## config.mk

```make
export PLATFORM = sky130hd
export DESIGN_NAME = sib_ctrl
export DESIGN_NICKNAME = d
export VERILOG_FILES = /design/src/sib_pkg.sv /design/src/sib_ctrl.sv
export SDC_FILE = /design/constraint.sdc
export NUM_CORES = 1
export LEC_CHECK = 0
export ABC_AREA = 1
export BUFFER_PORTS_ARGS = -buffer_cell sky130_fd_sc_hd__clkbuf_2
export CORE_AREA = 3 3 40 42
export CTS_BUF_LIST = sky130_fd_sc_hd__clkbuf_8
export CTS_CLUSTER_DIAMETER = 200
export CTS_CLUSTER_SIZE = 10
export DETAILED_ROUTE_END_ITERATION = 10
export DIE_AREA = 0 0 43 45
export HOLD_SLACK_MARGIN = 0.08
export PLACE_DENSITY_LB_ADDON = 0.08
export SLEW_MARGIN = 10
export SYNTH_ARGS = -nofsm -noshare
export SYNTH_HDL_FRONTEND = slang
export SYNTH_SLANG_ARGS = --single-unit
```

## constraint.sdc

```tcl
create_clock -name clk -period 1.8 [get_ports clk]
set_clock_uncertainty 0.05 [all_clocks]
set_input_delay 0.45 -clock clk [delete_from_list [all_inputs] [get_ports clk]]
set_output_delay 0.45 -clock clk [all_outputs]
set_load 0.1 [all_outputs]
```

## src/sib_pkg.sv

```systemverilog
`default_nettype none
package sib_pkg;
	localparam int unsigned TickW = 32;
	localparam int unsigned PosW  = 32;
	localparam int unsigned RtW   = 48;
	localparam int unsigned DivW  = 17;

	localparam logic [1:0] RegStart = 2'd0;
	localparam logic [1:0] RegDelay = 2'd1;
	localparam logic [1:0] RegRate  = 2'd2;

	typedef struct packed {
		logic [TickW-1:0] tick;
		logic [PosW-1:0]  x;
		logic [PosW-1:0]  y;
	} snap_t;

	// Commands from the controller to the datapath.
	typedef struct packed {
		logic rd_oldest;
		logic rd_second;
		logic rd_newest;
		logic do_write;
		logic do_start;
		logic do_lo_clamp;
		logic do_advance;
		logic do_drop;
		logic div_start;
		logic do_blend;
		logic out_held;
		logic out_blend;
		logic out_empty;
	} cmd_t;

	// Status from the datapath to the controller.
	typedef struct packed {
		logic empty;
		logic running;
		logic stale;
		logic can_drop;
		logic hold_first;
		logic div_done;
	} stat_t;
endpackage
`default_nettype wire

```

## src/sib_ctrl.sv

```systemverilog
`default_nettype none
module sib_ctrl (
	input  wire              clk,
	input  wire              arst_n,
	input  wire              start,
	input  wire              kind,
	output logic             busy,
	output sib_pkg::cmd_t    cmd,
	input  sib_pkg::stat_t   stat
);
	import sib_pkg::*;

	localparam logic [3:0] S_IDLE   = 4'd0;
	localparam logic [3:0] S_ARD    = 4'd1;
	localparam logic [3:0] S_ACHK   = 4'd2;
	localparam logic [3:0] S_ASTART = 4'd3;
	localparam logic [3:0] S_ARDLO  = 4'd4;
	localparam logic [3:0] S_ALO    = 4'd5;
	localparam logic [3:0] S_TRD    = 4'd6;
	localparam logic [3:0] S_TADV   = 4'd7;
	localparam logic [3:0] S_TRD2   = 4'd8;
	localparam logic [3:0] S_TCHK   = 4'd9;
	localparam logic [3:0] S_TDIV   = 4'd10;
	localparam logic [3:0] S_TBLD   = 4'd11;
	localparam logic [3:0] S_TOUT   = 4'd12;
	localparam logic [3:0] S_TRDH   = 4'd13;
	localparam logic [3:0] S_THELD  = 4'd14;

	logic [3:0] state_q, state_d;

	assign busy = (state_q != S_IDLE);

	always_comb begin
		state_d = state_q;
		cmd = '0;
		unique case (state_q)
			S_IDLE: begin
				if (start) begin
					if (!kind) begin
						cmd.rd_newest = 1'b1;
						state_d = S_ARD;
					end else if (stat.empty) begin
						cmd.out_empty = 1'b1;
					end else if (!stat.running) begin
						cmd.rd_oldest = 1'b1;
						state_d = S_THELD;
					end else begin
						cmd.rd_newest = 1'b1;
						state_d = S_TRD;
					end
				end
			end
			S_ARD: state_d = S_ACHK;
			S_ACHK: begin
				if (stat.stale) begin
					state_d = S_IDLE;
				end else begin
					cmd.do_write = 1'b1;
					state_d = S_ASTART;
				end
			end
			S_ASTART: begin
				cmd.do_start = 1'b1;
				cmd.rd_oldest = 1'b1;
				state_d = S_ARDLO;
			end
			S_ARDLO: state_d = S_ALO;
			S_ALO: begin
				cmd.do_lo_clamp = 1'b1;
				state_d = S_IDLE;
			end
			S_TRD: state_d = S_TADV;
			S_TADV: begin
				cmd.do_advance = 1'b1;
				cmd.rd_second = 1'b1;
				cmd.rd_oldest = 1'b1;
				state_d = S_TRD2;
			end
			S_TRD2: state_d = S_TCHK;
			S_TCHK: begin
				if (stat.can_drop) begin
					cmd.do_drop = 1'b1;
					state_d = S_TRDH;
				end else if (stat.hold_first) begin
					cmd.out_held = 1'b1;
					state_d = S_IDLE;
				end else begin
					cmd.div_start = 1'b1;
					state_d = S_TDIV;
				end
			end
			S_TRDH: begin
				cmd.rd_second = 1'b1;
				cmd.rd_oldest = 1'b1;
				state_d = S_TRD2;
			end
			S_TDIV: if (stat.div_done) state_d = S_TBLD;
			S_TBLD: begin
				cmd.do_blend = 1'b1;
				state_d = S_TOUT;
			end
			S_TOUT: begin
				cmd.out_blend = 1'b1;
				state_d = S_IDLE;
			end
			S_THELD: begin
				cmd.out_held = 1'b1;
				state_d = S_IDLE;
			end
			default: state_d = S_IDLE;
		endcase
	end

	always_ff @(posedge clk or negedge arst_n) begin
		if (!arst_n) begin
			state_q <= S_IDLE;
		end else begin
			state_q <= state_d;
		end
	end
endmodule
`default_nettype wire

```

==> impl_results.md, run 1 <==
* Status: did not finish
* Halt Stage: clock tree synthesis (4_1_cts)
* Stop err: [ERROR DPL-0033] detailed placement checks failed during check placement.
* Yosys top cell by area: dfrtp_1
* Mean Syn Cell Area at 6.10 µm²
* Adder-cell share of the synthesized area at 0%
* Dpl cell area at roughly 1100 µm²
* Yosys reg bits at 4
* Pre-CTS WS at -0.0810 ns
* Register area share after synthesis at 20.5%
* Post-synthesis xor/xnor area fraction at 0%
* Die X-Extent at 43 µm
* Gate Count Post-Synth at 80
* Syn nets at 90
* Post-synthesis mux area share at 0%
* HPWL after DPL at 1660 µm
* GPL Wtd Cong at 0.889
* Total CTS buffers at 3
* CTS Hold Bufs at 1
* Largest family of logic cells by synthesized area: simple AND/OR/NAND/NOR gates
* H-tree Lvls at 1
* Post-synthesis cell type count at 20
* Ys Warns at 0
* Top cells by area, synth: dfrtp_1 (21%), nand2_1 (14%), nor2_2 (9.0%)
* Area share of the largest cell type after synthesis at 20.5%
* CTS resizes at 9
* Ports at 24
* Post-CTS setup buffer count at 9
* Synth Area in Compound Gates at 15.4%
* Simple-Gate Fraction of Synth Area at 49.5%
* Port Buf Inserts at 23
* Root Buffer: clkbuf_8
* # clock sinks at 4
* Synthesized area at ~500 µm²
* Num rows at 13
* CTS Buffer Depth at 2
* Die Y-Extent at about 45 µm
* Starting Density at 38.0%
==> metrics by stage <==
step	hold WS, ns	std cells
detailed placement	0.215	140
global placement	0.205	140
floorplan	0.104	80
==> synth_stat cells, drive strengths merged <==
master and count:
o31ai 1, o21ai 3, o21a 1, or2 1, inv 16, nand3 3
dfrtp 4, buf 1, nor3 5, a22oi 1, o22ai 1, nor2 17
a21oi 3, nand2 23
==> cells by family after synthesis <==
family	after synthesis
AND/OR/NAND/NOR	49
buffers and inverters	17
AO/OA/AOI/OAI	10
flip-flops	4
==> run 2: changes to the inputs <==
Settings changed: CORE_AREA 3 3 40 42 to 3 3 64 66, CTS_BUF_LIST sky130_fd_sc_hd__clkbuf_8 to default, CTS_CLUSTER_DIAMETER 200 to default, CTS_CLUSTER_SIZE 10 to default, DIE_AREA 0 0 43 45 to 0 0 67 69, HOLD_SLACK_MARGIN 0.08 to default, PLACE_DENSITY_LB_ADDON 0.08 to 0.15.
==> impl_results.md, run 2 <==
* Status: finished, violations left
* Failing checks: setup timing
* Most flop-heavy register: state_q
* Met1 Routed Length at 712 µm
* Die ar. at 4620 µm²
* Register area share after synthesis at roughly a fifth
* Post-DRT Antenna Nets at 0
* CP max stage delay at 0.46 ns
* Worst endpoint required time at roughly 1.3 ns
* Clock latency at the later pin of the worst-skew pair at 0.22 ns
* Port Buf Inserts at 23
* Crit path launch type: flip-flop
* Final Hold Vio Count at 0
* P_leak at between 0.6 and 0.7 nW
* Drc violations at 0
* Largest net degree at the start of global routing at 6
* Slew Limit Fails at 0
* Syn nets at 90
* Period utilisation layout at 109%
* Dpl cells at 174
* CTS Buffer Depth at 2
* Total CTS buffers at 3
* Antenna violations before repair at 0
* Vias in the first global route at 713
* HPWL after DPL at approximately 1500 µm
* Share of cells above drive strength 1 at 74.6%
* Met2 wire len at ~1000 µm
* Area share of the largest cell type after synthesis at between 20 and 25%
* Gate Count Post-Synth at 80
* Top cells by area, synth: dfrtp_1 (21%), nand2_1 (14%), nor2_2 (9.0%)
* Starting Density at 13.4%
* GPL Wtd Cong at 0.710
* # clock sinks at 4
* Drt pass-1 iters at 4
* Top Registers: state_q x4
* Most common cell after layout, fill and taps aside: buf_4
* Pre-CTS WS at -0.0256 ns
* Via density at 3.63
* Total track usage at roughly 8.3%
* Fin worst setup slack at -0.169 ns
* H-tree Lvls at 1
* Synth Flop Type: dfrtp_1
* Core ar. at 3630 µm²
* Fin cells at 186
* Dpl cell area at between 1000 and 1500 µm²
* Async SR Flop Fraction at 100%
* Max_slew headroom at 77.5%
* Max reg flops at 4
* CTS clk-pin slew, worst paths at 0.03 ns
* Final wirelength at 1810 µm
* Ports at 24
* Root Buffer: clkbuf_8
* Initial DRC Count at 6
* Mean Syn Cell Area at 6.10 µm²
* Min Clock Period, post-route at 1.97 ns
* CP delay by family, top: buffers and inverters
* Highest Signal Layer: met4
* Ant diodes at 0
* Total number of vias at 675
* Maximum clock rate at roughly 510 MHz
* Number of synthesized flops with an enable pin at 0
* WP buf/inv at 4
* Crit path kind: flip-flop to output port
* Maxcap violations at 0
* Worst Hold Class: input port to flip-flop
* Worst slew pin tran at 0.334 ns
* DR WL met3 at 49 µm
* Design Area, Final at 1380 µm²
* Pwr Total at 2.28 mW
* List of most frequent post-synthesis cells: nand2_1 (18), inv_1 (10), nor2_1 (10)
* CP max stage cell: dfrtp_2
* Worst-path maximum fanout at 5
* Die Y-Extent at around 69 µm
* Yosys top cell by area: dfrtp_1
* Count leader, synth: nand2_1
* WL per Instance at just under 10 µm
* Maximum VDD drop at around 0.56 mV
* Ys Warns at 0
* CTS tree: done
* Setup violations, final at 13
* Unrepaired setup endpoints after global routing: true
* Synthesized area at slightly below 500 µm²
* Power Dens Cells at 1650 nW/µm²
* Crit path arrival time at 1.47 ns
* Commonest cells after routing, fill and taps aside: buf_4 (25), buf_12 (14), nand2_1 (13)
* Die X-Extent at 67 µm
* Num rows at 22
* First-pass GRT wire length at 2990 µm
* Post-synthesis cell type count at 20
* Yosys reg bits at 4
* Total grt overflow at 0
* Crit end category: output port
* Nets at 150
* Final core area utilization at 37.9%
* Synth-to-layout area growth at 182%
* CP Cell Sequence: buf_4 -> inv_4 -> nand2_4 -> nor2_4 -> inv_2 -> o22ai_4 -> buf_12
==> run 2: cell counts after synthesis <==
Identical to the previous run, type by type.
==> run 2: timing repair <==
action / 4_1_cts / 5_1_grt
setup endpoints to repair: 13 / 13
hold buffers: 1 / 0
pin swaps: 11 / 6
endpoints found under the hold margin: 4 / 0
gates cloned: 0 / 0
resized for setup: 16 / 5
setup buffers: 4 / 8
==> run 2: cell type report <==
cell class | instances | area (µm²)
Inverter | 16 | 86.3
Sequential cell | 4 | 105
Clock buffer | 3 | 41.3
Tap cell | 48 | 60.1
Fill cell | 392 | 2260
Timing Repair Buffer | 56 | 602
Multi-Input combinational cell | 59 | 483
==> run 2: per-layer routing <==
metal / vias to the layer above / GRT usage [%]
met5: - / 0
met4: 0 / 4.05
met3: 2 / 0.163
met2: 10 / 15.7
met1: 295 / 9.14
li1: 368 / -
==> run 2: power by group <==
part / switching [mW] / internal (mW) / leakage (nW) / total [mW]
registers: 0.0813 / 0.138 / 0.0459 / 0.220
clock network: 0.0467 / 0.143 / 0.0216 / 0.189
logic: 1.05 / 0.820 / 0.574 / 1.87
total: 1.18 / 1.10 / 0.641 / 2.28
==> run 2: logic make-up (layout without fill, tap and decap cells) <==
kind of cell	count (synthesis)	after routing	synth area share, %
buf+inv	17	75	14.6
simple gates	49	49	49.5
flops	4	4	20.5
compound gates	10	10	15.4
==> run 2: worst paths after layout <==
path	depth (start not counted)	endpoint	slack, ns	startpoint
worst max-delay path	7	cmd[2]	-0.17	state_q[2]
worst min-delay path	3	state_q[3]	0.49	stat[0]
worst max register to register	9	state_q[1]	0.29	state_q[2]
worst min register to register	3	state_q[2]	0.72	state_q[2]
max in group asynchronous	2	state_q[0]	1.05	arst_n
min in group asynchronous	2	state_q[3]	0.52	arst_n
==> run 2: metrics by stage <==
stage | TNS (ns) | hold WS [ns]
after floorplan | -2.38 | 0.104
after global placement | -0.0264 | 0.210
after detailed placement | -0.0464 | 0.208
after CTS | -1.46 | 0.497
after global routing | -1.79 | 0.525
final | -1.14 | 0.493
==> run 2: worst min-delay path, stage by stage <==
cell      delay (ns)
clkbuf_2        0.09
or2_1           0.11
nand2_1         0.06
Note: power is estimated with default switching activity, not from simulation.
